<file path="src/hw/rtl/lfpf_pkg.sv">
package lfpf_pkg;

    // Default number of channels whose history is kept.
    localparam int CHANNELS_DEF = 5;

    // Field widths.
    localparam int CH_W    = 3;
    localparam int SMP_W   = 14;
    localparam int COEFF_W = 24;
    localparam int ADC_W   = 12;
    localparam int MULT_W  = 8;
    localparam int SHF_W   = 4;
    localparam int SHAMT_W = 5;
    localparam int LPROD_W = ADC_W + MULT_W;
    localparam int X_W     = 18;
    localparam int FILT_W  = 18;
    localparam int AMP_W   = 10;

    // Filter arithmetic.
    localparam int NTAPS   = 5;
    localparam int WGT_W   = 7;
    localparam int TPROD_W = X_W + 1 + WGT_W;
    localparam int FRAC_W  = 6;
    localparam int TERM_W  = TPROD_W - FRAC_W;
    localparam int ACC_W   = TERM_W + 4;
    localparam int SAT_W   = 12;

    localparam logic signed [WGT_W-1:0] TAP_WGT [NTAPS] = '{
        7'sd24, 7'sd31, 7'sd16, -7'sd35, -7'sd36
    };

    localparam logic [SHAMT_W-1:0] SHIFT_BIAS = 5'd2;
    localparam logic [FILT_W-1:0]  FILT_MAX   = 18'h3FFFF;
    localparam logic [SAT_W-1:0]   SAT_MAX    = 12'hFFF;

    // Queue between the front and the back.
    localparam int QDEPTH = 2;
    localparam int QAW    = 1;

    typedef struct packed {
        logic [CH_W-1:0]    channel;
        logic [SMP_W-1:0]   sample;
        logic [COEFF_W-1:0] coeff;
    } in_t;

    typedef struct packed {
        logic [CH_W-1:0]   channel_out;
        logic [FILT_W-1:0] filtered;
        logic              peak_found;
        logic [AMP_W-1:0]  peak_amplitude;
    } out_t;

    // One classified, linearized sample waiting for the filter.
    typedef struct packed {
        logic [CH_W-1:0] channel;
        logic            chan_ok;
        logic [X_W-1:0]  x0;
    } entry_t;

    // Handshake group from the queue head toward the back.
    typedef struct packed {
        logic   valid;
        entry_t entry;
    } qhead_t;

    // Per-channel history word, newest sample in x1.
    typedef struct packed {
        logic [FILT_W-1:0] f1;
        logic [FILT_W-1:0] f0;
        logic [X_W-1:0]    x4;
        logic [X_W-1:0]    x3;
        logic [X_W-1:0]    x2;
        logic [X_W-1:0]    x1;
    } hist_t;

    typedef enum logic [1:0] {
        BK_IDLE,
        BK_MUL,
        BK_FIN
    } back_state_t;

endpackage

</file>
<file path="src/hw/rtl/linearize_fir_peak_finder.sv">
// Linearizer, five-tap amplitude filter and peak finder with per-channel history.
// Input channel: in_valid / in_ready / in_data carry one word per sample: the
// channel number, the raw sample and its linearization word. Output channel:
// out_valid / out_ready / out_data carry one result word per input word, in
// the order the inputs were taken.
// The front multiplies as it accepts a word, shifts in the cycle after and drops
// it into a two-entry queue; the back reads the channel history, multiplies by
// the tap weights, then sums, clamps, finds the peak and writes the history back.
// The back sequencer takes a new word from the queue only after its read,
// multiply and write-back steps on the history memory finish for the last one.
// Reset clears the per-channel written flags, so every history reads as zero
// at once; there is no clearing pass and words are taken right after reset.
// When the receiver stalls, the finished result holds in the output register,
// the back waits with its next result, and the queue and front stage keep
// taking words until they are full, after which in_ready drops.
module linearize_fir_peak_finder #(
    parameter int CHANNELS = lfpf_pkg::CHANNELS_DEF
) (
    input  logic            clk,
    input  logic            rst_n,
    input  logic            in_valid,
    output logic            in_ready,
    input  lfpf_pkg::in_t   in_data,
    output logic            out_valid,
    input  logic            out_ready,
    output lfpf_pkg::out_t  out_data
);

    logic              push;
    lfpf_pkg::entry_t  push_entry;
    logic              q_full;
    logic              pop;
    lfpf_pkg::qhead_t  head;

    // Front: accepts words, classifies the channel and linearizes the sample.
    lfpf_front #(
        .CHANNELS (CHANNELS)
    ) u_front (
        .clk        (clk),
        .rst_n      (rst_n),
        .in_valid   (in_valid),
        .in_ready   (in_ready),
        .in_data    (in_data),
        .push       (push),
        .push_entry (push_entry),
        .q_full     (q_full)
    );

    // Short queue that lets the front keep running while the back is busy.
    lfpf_queue u_queue (
        .clk        (clk),
        .rst_n      (rst_n),
        .push       (push),
        .push_entry (push_entry),
        .full       (q_full),
        .pop        (pop),
        .head       (head)
    );

    // Back: filter, clamp, peak search and history update, one word at a time.
    lfpf_back #(
        .CHANNELS (CHANNELS)
    ) u_back (
        .clk       (clk),
        .rst_n     (rst_n),
        .head      (head),
        .pop       (pop),
        .out_valid (out_valid),
        .out_ready (out_ready),
        .out_data  (out_data)
    );

endmodule

</file>
<file path="src/hw/rtl/lfpf_ram.sv">
module lfpf_ram #(
    parameter int WIDTH = 8,
    parameter int DEPTH = 4,
    parameter int AW    = (DEPTH > 1) ? $clog2(DEPTH) : 1
) (
    input  logic             clk,
    input  logic             we,
    input  logic [AW-1:0]    waddr,
    input  logic [WIDTH-1:0] wdata,
    input  logic             re,
    input  logic [AW-1:0]    raddr,
    output logic [WIDTH-1:0] rdata
);

    logic [WIDTH-1:0] mem_reg [DEPTH];
    logic [WIDTH-1:0] rdata_reg;

    always_ff @(posedge clk)
    begin
        if (we)
        begin
            mem_reg[waddr] <= wdata;
        end
        if (re)
        begin
            rdata_reg <= mem_reg[raddr];
        end
    end

    assign rdata = rdata_reg;

endmodule

</file>
<file path="src/hw/rtl/lfpf_queue.sv">
module lfpf_queue (
    input  logic                clk,
    input  logic                rst_n,
    input  logic                push,
    input  lfpf_pkg::entry_t    push_entry,
    output logic                full,
    input  logic                pop,
    output lfpf_pkg::qhead_t    head
);

    lfpf_pkg::entry_t               slot_reg [lfpf_pkg::QDEPTH];
    logic [lfpf_pkg::QAW-1:0]       wr_ptr_reg, wr_ptr_next;
    logic [lfpf_pkg::QAW-1:0]       rd_ptr_reg, rd_ptr_next;
    logic [lfpf_pkg::QAW:0]         count_reg, count_next;

    always_comb
    begin
        wr_ptr_next = wr_ptr_reg;
        rd_ptr_next = rd_ptr_reg;
        count_next  = count_reg;
        if (push)
        begin
            wr_ptr_next = wr_ptr_reg + 1'b1;
        end
        if (pop)
        begin
            rd_ptr_next = rd_ptr_reg + 1'b1;
        end
        if (push && !pop)
        begin
            count_next = count_reg + 1'b1;
        end
        else if (pop && !push)
        begin
            count_next = count_reg - 1'b1;
        end
    end

    always_ff @(posedge clk or negedge rst_n)
    begin
        if (!rst_n)
        begin
            wr_ptr_reg <= '0;
            rd_ptr_reg <= '0;
            count_reg  <= '0;
        end
        else
        begin
            wr_ptr_reg <= wr_ptr_next;
            rd_ptr_reg <= rd_ptr_next;
            count_reg  <= count_next;
        end
    end

    always_ff @(posedge clk)
    begin
        if (push)
        begin
            slot_reg[wr_ptr_reg] <= push_entry;
        end
    end

    assign full       = (count_reg == (lfpf_pkg::QAW + 1)'(lfpf_pkg::QDEPTH));
    assign head.valid = (count_reg != '0);
    assign head.entry = slot_reg[rd_ptr_reg];

endmodule

</file>
<file path="src/hw/rtl/lfpf_front.sv">
module lfpf_front #(
    parameter int CHANNELS = lfpf_pkg::CHANNELS_DEF
) (
    input  logic              clk,
    input  logic              rst_n,
    input  logic              in_valid,
    output logic              in_ready,
    input  lfpf_pkg::in_t     in_data,
    output logic              push,
    output lfpf_pkg::entry_t  push_entry,
    input  logic              q_full
);

    // Stage register holds the linearization product before the shift.
    logic                              stg_valid_reg, stg_valid_next;
    logic [lfpf_pkg::CH_W-1:0]         stg_ch_reg;
    logic                              stg_ok_reg;
    logic [lfpf_pkg::LPROD_W-1:0]      stg_prod_reg;
    logic [lfpf_pkg::SHAMT_W-1:0]      stg_shamt_reg;

    logic                              accept;
    logic [lfpf_pkg::ADC_W-1:0]        adc, ped, diff;
    logic [lfpf_pkg::MULT_W-1:0]       mult;
    logic [lfpf_pkg::SHF_W-1:0]        shf;
    logic                              zero_out;
    logic [lfpf_pkg::LPROD_W-1:0]      prod;
    logic                              chan_ok;
    logic [lfpf_pkg::LPROD_W-1:0]      shifted;

    assign adc  = in_data.sample[lfpf_pkg::ADC_W-1:0];
    assign ped  = in_data.coeff[11:0];
    assign shf  = in_data.coeff[15:12];
    assign mult = in_data.coeff[23:16];

    // A zero multiplier or a pedestal above the sample linearizes to zero.
    assign zero_out = (mult == '0) || (adc < ped);
    assign diff     = adc - ped;
    assign prod     = zero_out ? '0 : (lfpf_pkg::LPROD_W'(diff) * lfpf_pkg::LPROD_W'(mult));
    assign chan_ok  = (32'(in_data.channel) < 32'(CHANNELS));

    assign push     = stg_valid_reg && !q_full;
    assign in_ready = !stg_valid_reg || !q_full;
    assign accept   = in_valid && in_ready;

    always_comb
    begin
        stg_valid_next = stg_valid_reg;
        if (accept)
        begin
            stg_valid_next = 1'b1;
        end
        else if (push)
        begin
            stg_valid_next = 1'b0;
        end
    end

    always_ff @(posedge clk or negedge rst_n)
    begin
        if (!rst_n)
        begin
            stg_valid_reg <= 1'b0;
        end
        else
        begin
            stg_valid_reg <= stg_valid_next;
        end
    end

    always_ff @(posedge clk)
    begin
        if (accept)
        begin
            stg_ch_reg    <= in_data.channel;
            stg_ok_reg    <= chan_ok;
            stg_prod_reg  <= prod;
            stg_shamt_reg <= lfpf_pkg::SHAMT_W'(shf) + lfpf_pkg::SHIFT_BIAS;
        end
    end

    assign shifted            = stg_prod_reg >> stg_shamt_reg;
    assign push_entry.channel = stg_ch_reg;
    assign push_entry.chan_ok = stg_ok_reg;
    assign push_entry.x0      = shifted[lfpf_pkg::X_W-1:0];

endmodule

</file>
<file path="src/hw/rtl/lfpf_back.sv">
module lfpf_back #(
    parameter int CHANNELS = lfpf_pkg::CHANNELS_DEF
) (
    input  logic              clk,
    input  logic              rst_n,
    input  lfpf_pkg::qhead_t  head,
    output logic              pop,
    output logic              out_valid,
    input  logic              out_ready,
    output lfpf_pkg::out_t    out_data
);

    localparam int AW     = (CHANNELS > 1) ? $clog2(CHANNELS) : 1;
    localparam int HIST_W = $bits(lfpf_pkg::hist_t);

    lfpf_pkg::back_state_t state_reg, state_next;

    lfpf_pkg::entry_t                      item_reg;
    logic                                  hvld_reg;
    logic [CHANNELS-1:0]                   written_reg, written_next;
    logic signed [lfpf_pkg::TPROD_W-1:0]   tprod_reg [lfpf_pkg::NTAPS];
    logic [lfpf_pkg::FILT_W-1:0]           f0_reg, f1_reg;
    logic [HIST_W-1:0]                     nhist_reg;
    logic                                  out_valid_reg, out_valid_next;
    lfpf_pkg::out_t                        out_reg;

    // Sequencer outputs.
    logic                                  rd_en, ld_mul, finish;

    logic [AW-1:0]                         head_addr, item_addr;
    logic                                  head_vld;
    logic [HIST_W-1:0]                     rdata;
    lfpf_pkg::hist_t                       hist;
    logic [lfpf_pkg::X_W-1:0]              xs [lfpf_pkg::NTAPS];
    logic signed [lfpf_pkg::TERM_W-1:0]    term;
    logic signed [lfpf_pkg::ACC_W-1:0]     acc;
    logic [lfpf_pkg::FILT_W-1:0]           filt;
    logic                                  peak;
    logic [lfpf_pkg::SAT_W-1:0]            sat;
    lfpf_pkg::hist_t                       whist;
    logic                                  slot_free;

    assign head_addr = AW'(head.entry.channel);
    assign item_addr = AW'(item_reg.channel);
    assign head_vld  = head.entry.chan_ok ? written_reg[head_addr] : 1'b0;
    assign slot_free = !out_valid_reg || out_ready;

    lfpf_ram #(
        .WIDTH (HIST_W),
        .DEPTH (CHANNELS)
    ) u_hist_ram (
        .clk   (clk),
        .we    (finish && item_reg.chan_ok),
        .waddr (item_addr),
        .wdata (whist),
        .re    (rd_en),
        .raddr (head_addr),
        .rdata (rdata)
    );

    always_comb
    begin
        state_next = state_reg;
        case (state_reg)
            lfpf_pkg::BK_IDLE:
            begin
                if (head.valid)
                begin
                    state_next = lfpf_pkg::BK_MUL;
                end
            end
            lfpf_pkg::BK_MUL:
            begin
                state_next = lfpf_pkg::BK_FIN;
            end
            lfpf_pkg::BK_FIN:
            begin
                if (slot_free)
                begin
                    state_next = lfpf_pkg::BK_IDLE;
                end
            end
            default:
            begin
                state_next = lfpf_pkg::BK_IDLE;
            end
        endcase
    end

    always_comb
    begin
        pop    = 1'b0;
        rd_en  = 1'b0;
        ld_mul = 1'b0;
        finish = 1'b0;
        case (state_reg)
            lfpf_pkg::BK_IDLE:
            begin
                pop   = head.valid;
                rd_en = head.valid;
            end
            lfpf_pkg::BK_MUL:
            begin
                ld_mul = 1'b1;
            end
            lfpf_pkg::BK_FIN:
            begin
                finish = slot_free;
            end
            default:
            begin
                pop = 1'b0;
            end
        endcase
    end

    // History reads as zero for a channel never written or out of range.
    assign hist  = hvld_reg ? lfpf_pkg::hist_t'(rdata) : '0;
    assign xs[0] = item_reg.x0;
    assign xs[1] = hist.x1;
    assign xs[2] = hist.x2;
    assign xs[3] = hist.x3;
    assign xs[4] = hist.x4;

    // Each product is floored by an arithmetic shift, then summed at full width.
    always_comb
    begin
        acc = '0;
        for (int i = 0; i < lfpf_pkg::NTAPS; i++)
        begin
            term = tprod_reg[i][lfpf_pkg::TPROD_W-1:lfpf_pkg::FRAC_W];
            acc  = acc + {{(lfpf_pkg::ACC_W - lfpf_pkg::TERM_W){term[lfpf_pkg::TERM_W-1]}},
                          term};
        end
    end

    always_comb
    begin
        if (acc[lfpf_pkg::ACC_W-1])
        begin
            filt = '0;
        end
        else if (acc > lfpf_pkg::ACC_W'(lfpf_pkg::FILT_MAX))
        begin
            filt = lfpf_pkg::FILT_MAX;
        end
        else
        begin
            filt = acc[lfpf_pkg::FILT_W-1:0];
        end
    end

    assign peak = (f0_reg > filt) && (f0_reg > f1_reg);
    assign sat  = (f0_reg > lfpf_pkg::FILT_W'(lfpf_pkg::SAT_MAX)) ?
                  lfpf_pkg::SAT_MAX : f0_reg[lfpf_pkg::SAT_W-1:0];

    always_comb
    begin
        whist    = lfpf_pkg::hist_t'(nhist_reg);
        whist.f1 = f0_reg;
        whist.f0 = filt;
    end

    always_comb
    begin
        written_next = written_reg;
        if (finish && item_reg.chan_ok)
        begin
            written_next[item_addr] = 1'b1;
        end
    end

    always_comb
    begin
        out_valid_next = out_valid_reg;
        if (finish)
        begin
            out_valid_next = 1'b1;
        end
        else if (out_ready)
        begin
            out_valid_next = 1'b0;
        end
    end

    always_ff @(posedge clk or negedge rst_n)
    begin
        if (!rst_n)
        begin
            state_reg     <= lfpf_pkg::BK_IDLE;
            written_reg   <= '0;
            out_valid_reg <= 1'b0;
        end
        else
        begin
            state_reg     <= state_next;
            written_reg   <= written_next;
            out_valid_reg <= out_valid_next;
        end
    end

    always_ff @(posedge clk)
    begin
        if (pop)
        begin
            item_reg <= head.entry;
            hvld_reg <= head_vld;
        end
        if (ld_mul)
        begin
            for (int i = 0; i < lfpf_pkg::NTAPS; i++)
            begin
                tprod_reg[i] <= $signed({1'b0, xs[i]}) * lfpf_pkg::TAP_WGT[i];
            end
            f0_reg    <= hist.f0;
            f1_reg    <= hist.f1;
            nhist_reg <= {hist.f1, hist.f0, hist.x3, hist.x2, hist.x1, item_reg.x0};
        end
        if (finish)
        begin
            out_reg.channel_out    <= item_reg.channel;
            out_reg.filtered       <= filt;
            out_reg.peak_found     <= peak;
            out_reg.peak_amplitude <= peak ? sat[lfpf_pkg::SAT_W-1:2] : '0;
        end
    end

    assign out_valid = out_valid_reg;
    assign out_data  = out_reg;

endmodule

</file>
<file path="config.mk">
export PLATFORM = sky130hd
export DESIGN_NAME = linearize_fir_peak_finder
export DESIGN_NICKNAME = d
export VERILOG_FILES = /design/src/hw/rtl/lfpf_pkg.sv /design/src/hw/rtl/linearize_fir_peak_finder.sv /design/src/hw/rtl/lfpf_ram.sv /design/src/hw/rtl/lfpf_queue.sv /design/src/hw/rtl/lfpf_front.sv /design/src/hw/rtl/lfpf_back.sv
export SDC_FILE = /design/constraint.sdc
export NUM_CORES = 2
export LEC_CHECK = 0
export BUFFER_PORTS_ARGS = -buffer_cell sky130_fd_sc_hd__buf_2
export CORE_MARGIN = 10
export CORE_UTILIZATION = 64
export CTS_CLUSTER_DIAMETER = 40
export DETAILED_ROUTE_END_ITERATION = 10
export GPL_TIMING_DRIVEN = 0
export PLACE_DENSITY = 0.81
export SLEW_MARGIN = 10
export SYNTH_ARGS = -nofsm -noshare
export SYNTH_HDL_FRONTEND = slang
export SYNTH_SLANG_ARGS = --single-unit
</file>
<file path="constraint.sdc">
create_clock -name clk -period 12.7 [get_ports clk]
set_input_delay 1.27 -clock clk [delete_from_list [all_inputs] [get_ports clk]]
set_output_delay 1.27 -clock clk [all_outputs]
set_load 0.02 [all_outputs]
</file>
Yosys cells after proc, flatten, opt, wreduce, memory -nomap -nowiden --
Memories as Yosys holds them, arrays and structs flattened. A register that Yosys moved wholly into a read port is not among the register bits. Cells that the tools add are included.
Storage, ports and cells: bits in latches 0, memory bits (read-only) 0, memories kept 3, word-level logic and storage cells 104, flip-flop bits (word level) 205, memory bits (writable) 714, output and inout port bits 34
Memory list:
- u_back.u_hist_ram.mem_reg | depth 5, width 108, rd ports 1, clocked after Yosys merged registers in 1, wr ports 1, line lfpf_ram.sv:15 | logic [WIDTH-1:0] mem_reg [DEPTH];
- u_back.tprod_reg | depth 5, width 26, rd ports 5, clocked after Yosys merged registers in 0, wr ports 5, line lfpf_back.sv:21 | logic signed [lfpf_pkg::TPROD_W-1:0] tprod_reg [lfpf_pkg::NTAPS];
- u_queue.slot_reg | depth 2, width 22, rd ports 1, clocked after Yosys merged registers in 0, wr ports 1, line lfpf_queue.sv:11 | lfpf_pkg::entry_t slot_reg [lfpf_pkg::QDEPTH];
Operators by class: equality and inequality tests 5, $mul 5, shift operators 1, bitwise gates (word level) 1, reductions and logical operators 22, order comparisons 9, div/mod/pow operators 0, multiplexer cells 26, $add $sub $neg 10
Operator list (number):
- two-way mux 108 bit | 1
- adder 24 bit | 3
- greater-than comparator 18 bit | 2
- two-way mux 18 bit | 2
- multiplier 19 x 7 -> 26 bit (second input constant) | 1
- greater-than comparator 24 x 18 -> 1 bit (second input constant) | 1
- multiplier 19 x 5 -> 24 bit (second input constant) | 1
- multiplier 18 x 5 -> 23 bit (second input constant) | 1
- adder 20 x 20 -> 21 bit | 1
- multiplier 12 x 8 -> 20 bit | 1
- multiplier 18 x 2 -> 20 bit (second input constant) | 1
- right shift 20 x 5 -> 18 bit | 1
- greater-than comparator 18 x 12 -> 1 bit (second input constant) | 1
- two-way mux 1 bit | 15
- less-than comparator 12 bit | 1
- two-way mux 12 bit | 1
- subtractor 12 bit | 1
- logical NOT 8 bit | 1
- less-than comparator 3 x 4 -> 1 bit (second input constant) | 2
- two-way mux 2 bit | 4
- nonzero test 2 bit | 4
- logical AND 1 bit | 7
- case mux 2 bit (3 select lines) | 1
- adder 4 x 2 -> 5 bit (second input constant) | 1
- 15 further kinds | 24

Logic depth before layout (Yosys ltp) --
An unclocked memory read counts as a cell.
depth in word-level cells 10, mapped depth 39, mapped depth without buffers 36

Hierarchy --
A second synthesis with hierarchy kept.
Unflattened totals: cell total of the unflattened synthesis 3768, area, all modules 51697.1 µm²
Modules (own cells, without submodules):
- lfpf_ram | sequential area each 19458.7 µm², cells an instance 1267, area each 24292.0 µm², instances 1
- lfpf_back | sequential area each 7317.0 µm², cells an instance 1772, area each 19936.6 µm², instances 1
- lfpf_front | sequential area each 895.9 µm², cells an instance 645, area each 5688.0 µm², instances 1
- lfpf_queue | sequential area each 1421.4 µm², cells an instance 84, area each 1780.5 µm², instances 1

Least setup slack after synthesis --
No wires, ideal clock.
path type input -> register, from in out_ready, to reg u_back.written_reg[4], arrival time 11.869 ns, path buffers 0, required time 12.585 ns, slack 0.717 ns, cell stages on the path 5, cell sequence nand2b_1 > nor2b_1 > nand3b_1 > nor3b_1 > or2_2
Between the ends: word-level cells in the longest chain between the ends 3
RTL lines:
- start: declaration | line linearize_fir_peak_finder.sv:25 | input logic out_ready,
- logical OR 1 bit | line lfpf_back.sv:46 | assign slot_free = !out_valid_reg || out_ready;
- two-way mux 1 bit | line lfpf_back.sv:96 | case (state_reg)
- named net u_back.finish | line lfpf_back.sv:28 | logic rd_en, ld_mul, finish;
- logical AND 1 bit | line lfpf_back.sv:167 | if (finish && item_reg.chan_ok)
- end signal: assignment | line lfpf_back.sv:197 | written_reg <= written_next;
- end: declaration | line lfpf_back.sv:20 | logic [CHANNELS-1:0] written_reg, written_next;
The timed path passes the listed nets, and every way through them passes these cells. A chain may end at the register's enable or synchronous reset.

==> run_results.csv <==
group,metric,value,unit
global_route,track_usage,27.1,%
hold_path,hp-class,"reg -> reg",
sta,fin_ws,3.05,ns
worst_setup_path,end_kind,"flip-flop",
die,row_count,102,
global_route,antenna_found_initial,0,
finish,drive_above_1_share,8.73,%
sta,finalSetupViolCount,0,
synth,syn-cell-area,0.0505,sq mm
finish,areaGrowthSynthToFinish,11.9,%
place,dp_hpwl,83.8,mm
cts,cts_sinks,971,
routing,routed_wl,122,mm
global_route,grt_pass1_vias,34000,
finish,finish.utilization,72.7,%
worst_setup_path,critical_path.slowest_cell,"a21oi_1",
place,port_buffers,76,
synth,avgSynthCellArea,12.3,sq um
cts,clockBufferDepth,3,
routing,wl_per_cell,22.4,um
cts,cts_tree,"done",
die,die_x,301,um
worst_setup_path,critPathArrivalTime,10.06,ns
finish,multiInputGateArea,0.0196,sq mm
finish,fin_nets,4928,
place,dp_slack,3.60,ns
synth,synth_nets,4689,
synth,yosysMostFrequentCell,"edfxtp_1",
finish,fin_area,0.0566,sq mm
place,place_inst,5273,
routing,vias,33300,
sta,hold_viol_final,0,
finish,fin_cells,5474,
routing,firstDrtPassIters,6,
global_route,grt_max_degree,97,
flow_run,cap_violations,0,
global_route,overflow,0,
routing,drtIter0Drc,3628,
cts,hold_buffers,0,
synth,synth_ff_type,"edfxtp_1",
finish,final-seq-area,0.0291,sq mm
global_route,grt_pass1_wl,190,mm
synth,ys_types,82,
die,initial_core_util,64.9,%
synth,yosys-top-cells-area,"edfxtp_1 57%, fa_1 8.8%, ha_1 7.9%",
status,outcome,"complete, no violations",
routing,drc,0,
die,fp.dieH,301,um
cts,cts-resized-gates,0,
sta,fin_crit,9.65,ns
synth,ys_warn_count,0,
sta,maxSlewViolCount,0,
synth,synth-seq-cells,971,
die,core_area,0.0778,sq mm
synth,netlist.area_leader.share,56.9,%
routing,ant_nets,0,
synth,yosysTopAreaCell,"edfxtp_1",
sta,period_share,76.0,%
synth,async_flop_share,1.34,%
cts,cts_root_buffer,"clkbuf_16",
finish,num-fill-cells,4892,
routing,routed_via_density,6.08,
worst_setup_path,cp_max_fo,10,
finish,largest_reg_flops,540,
synth,yosysSeqAreaShare,57.6,%
synth,syn_inst,4101,
cts,cts_htree_levels,3,
synth,synth_commonest_cells,"958 x edfxtp_1, 808 x nand2_1, 349 x inv_1, 321 x ha_1, 270 x o21ai_0",
sta,timing.fmax,0.104,GHz
worst_setup_path,crit_path_max_incr_delay,0.90,ns
sta,tightest_slew,1.37,ns
sta,grt_setup_unrepaired,"no",
cts,cts_inserted_buffers,105,
die,pin_count,79,
sta,slew_headroom,8.53,%
place,gp_congestion,0.919,
synth,synth_edf_count,958,
worst_setup_path,critPathKind,"reg -> reg",
sta,clock_skew,0.0268,ns
cts,clkLatencyLatePin,0.68,ns
worst_setup_path,critPathRequiredTime,13.11,ns
die,die-area,0.0906,sq mm
cts,cts_setup_buffers,0,
place,placed_area,0.0530,sq mm
cts,cts.clk_slew.worst_paths,0.06,ns
worst_setup_path,worst_setup_path_start_kind,"flip-flop",
## through the flow
stage	setup TNS [ns]	hold slack [ns]
after detailed placement	0	0.430
after CTS	0	0.445
after global routing	0	0.462
after global placement	-2155.99	0.424
after floorplan	0	0.421
final	0	0.444
## worst paths after layout
check	start	end	slack, ns	cells after the start
setup / recovery	u_back.tprod_reg[0][7]	u_back.out_data[7]	3.05	32
hold / removal	u_front.stg_ch_reg[1]	u_queue.slot_reg[1][20]	0.44	0
setup reg to reg	u_back.tprod_reg[0][7]	u_back.out_data[7]	3.05	32
hold reg to reg	u_front.stg_ch_reg[1]	u_queue.slot_reg[1][20]	0.44	0
max in group asynchronous	rst_n	u_back.state_reg[0]	11.96	1
min in group asynchronous	rst_n	u_back.written_reg[4]	0.48	1
## kinds of logic (layout without fill, tap and decap cells)
group	after synthesis	after routing	synth area share, %
flip-flops	971	971	57.6
buffers and inverters	496	827	3.79
other	0	2	0
AND/OR/NAND/NOR	1366	1366	11.9
XOR/XNOR	105	105	1.82
AO/OA/AOI/OAI	565	565	6.79
multiplexers	55	55	1.45
adder cells (fa/ha/maj)	543	543	16.7
## critical path, delay by kind of cell (launching register included)
kind	cells	cell delay [ns]
buf+inv	4	0.67
xor+xnor	1	0.37
flops	1	0.50
fa+ha+maj	5	2.15
simple gates	8	1.48
compound gates	14	4.20
## placed cells by master (no fill, tap or decap), types with 11 or more instances in the layout
master / n
nand2b_1: 25
buf_1: 11
nand2_1: 808
nor2_1: 139
and3_1: 16
mux2i_1: 18
nor2b_1: 32
inv_1: 348
o21a_1: 28
a21o_1: 51
inv_6: 12
buf_6: 17
clkinv_2: 14
mux2_2: 25
buf_4: 27
dfrtp_1: 13
and2_1: 106
nand3_1: 138
a31oi_1: 12
xor2_1: 29
mux4_2: 12
o21ai_0: 269
edfxtp_1: 958
nand4_1: 14
clkinvlp_4: 12
clkbuf_1: 143
buf_12: 15
o21bai_1: 13
ha_1: 321
nor3_1: 34
a21oi_1: 91
fa_1: 222
buf_2: 76
a211oi_1: 21
clkbuf_16: 106
xnor2_1: 76
bufinv_16: 12
## final cells by class
type                    count  area share (%)
plain buffers             147            1.08
clock buffers             124            4.83
inverters                 349            2.33
multi-input cells        2634            34.6
well taps                1040            2.30
flip-flops and latches    971            51.4
repair buffers            132            1.90
clock inverters            75            1.52
diodes                      2         0.00885
## per-layer routing
| metal | vias up | global-route usage, % | routed length, um |
|---|---|---|---|
| li1 | 14800 | - | - |
| met1 | 16300 | 34.4 | 45500 |
| met2 | 1866 | 45.5 | 59500 |
| met3 | 348 | 4.28 | 11300 |
| met4 | 0 | 12.6 | 6140 |
| met5 | - | 0 | 0 |
Power is left out: the tool's default activity adds up to more than one toggle a clock period on the data nets, which glitch-free logic cannot reach.
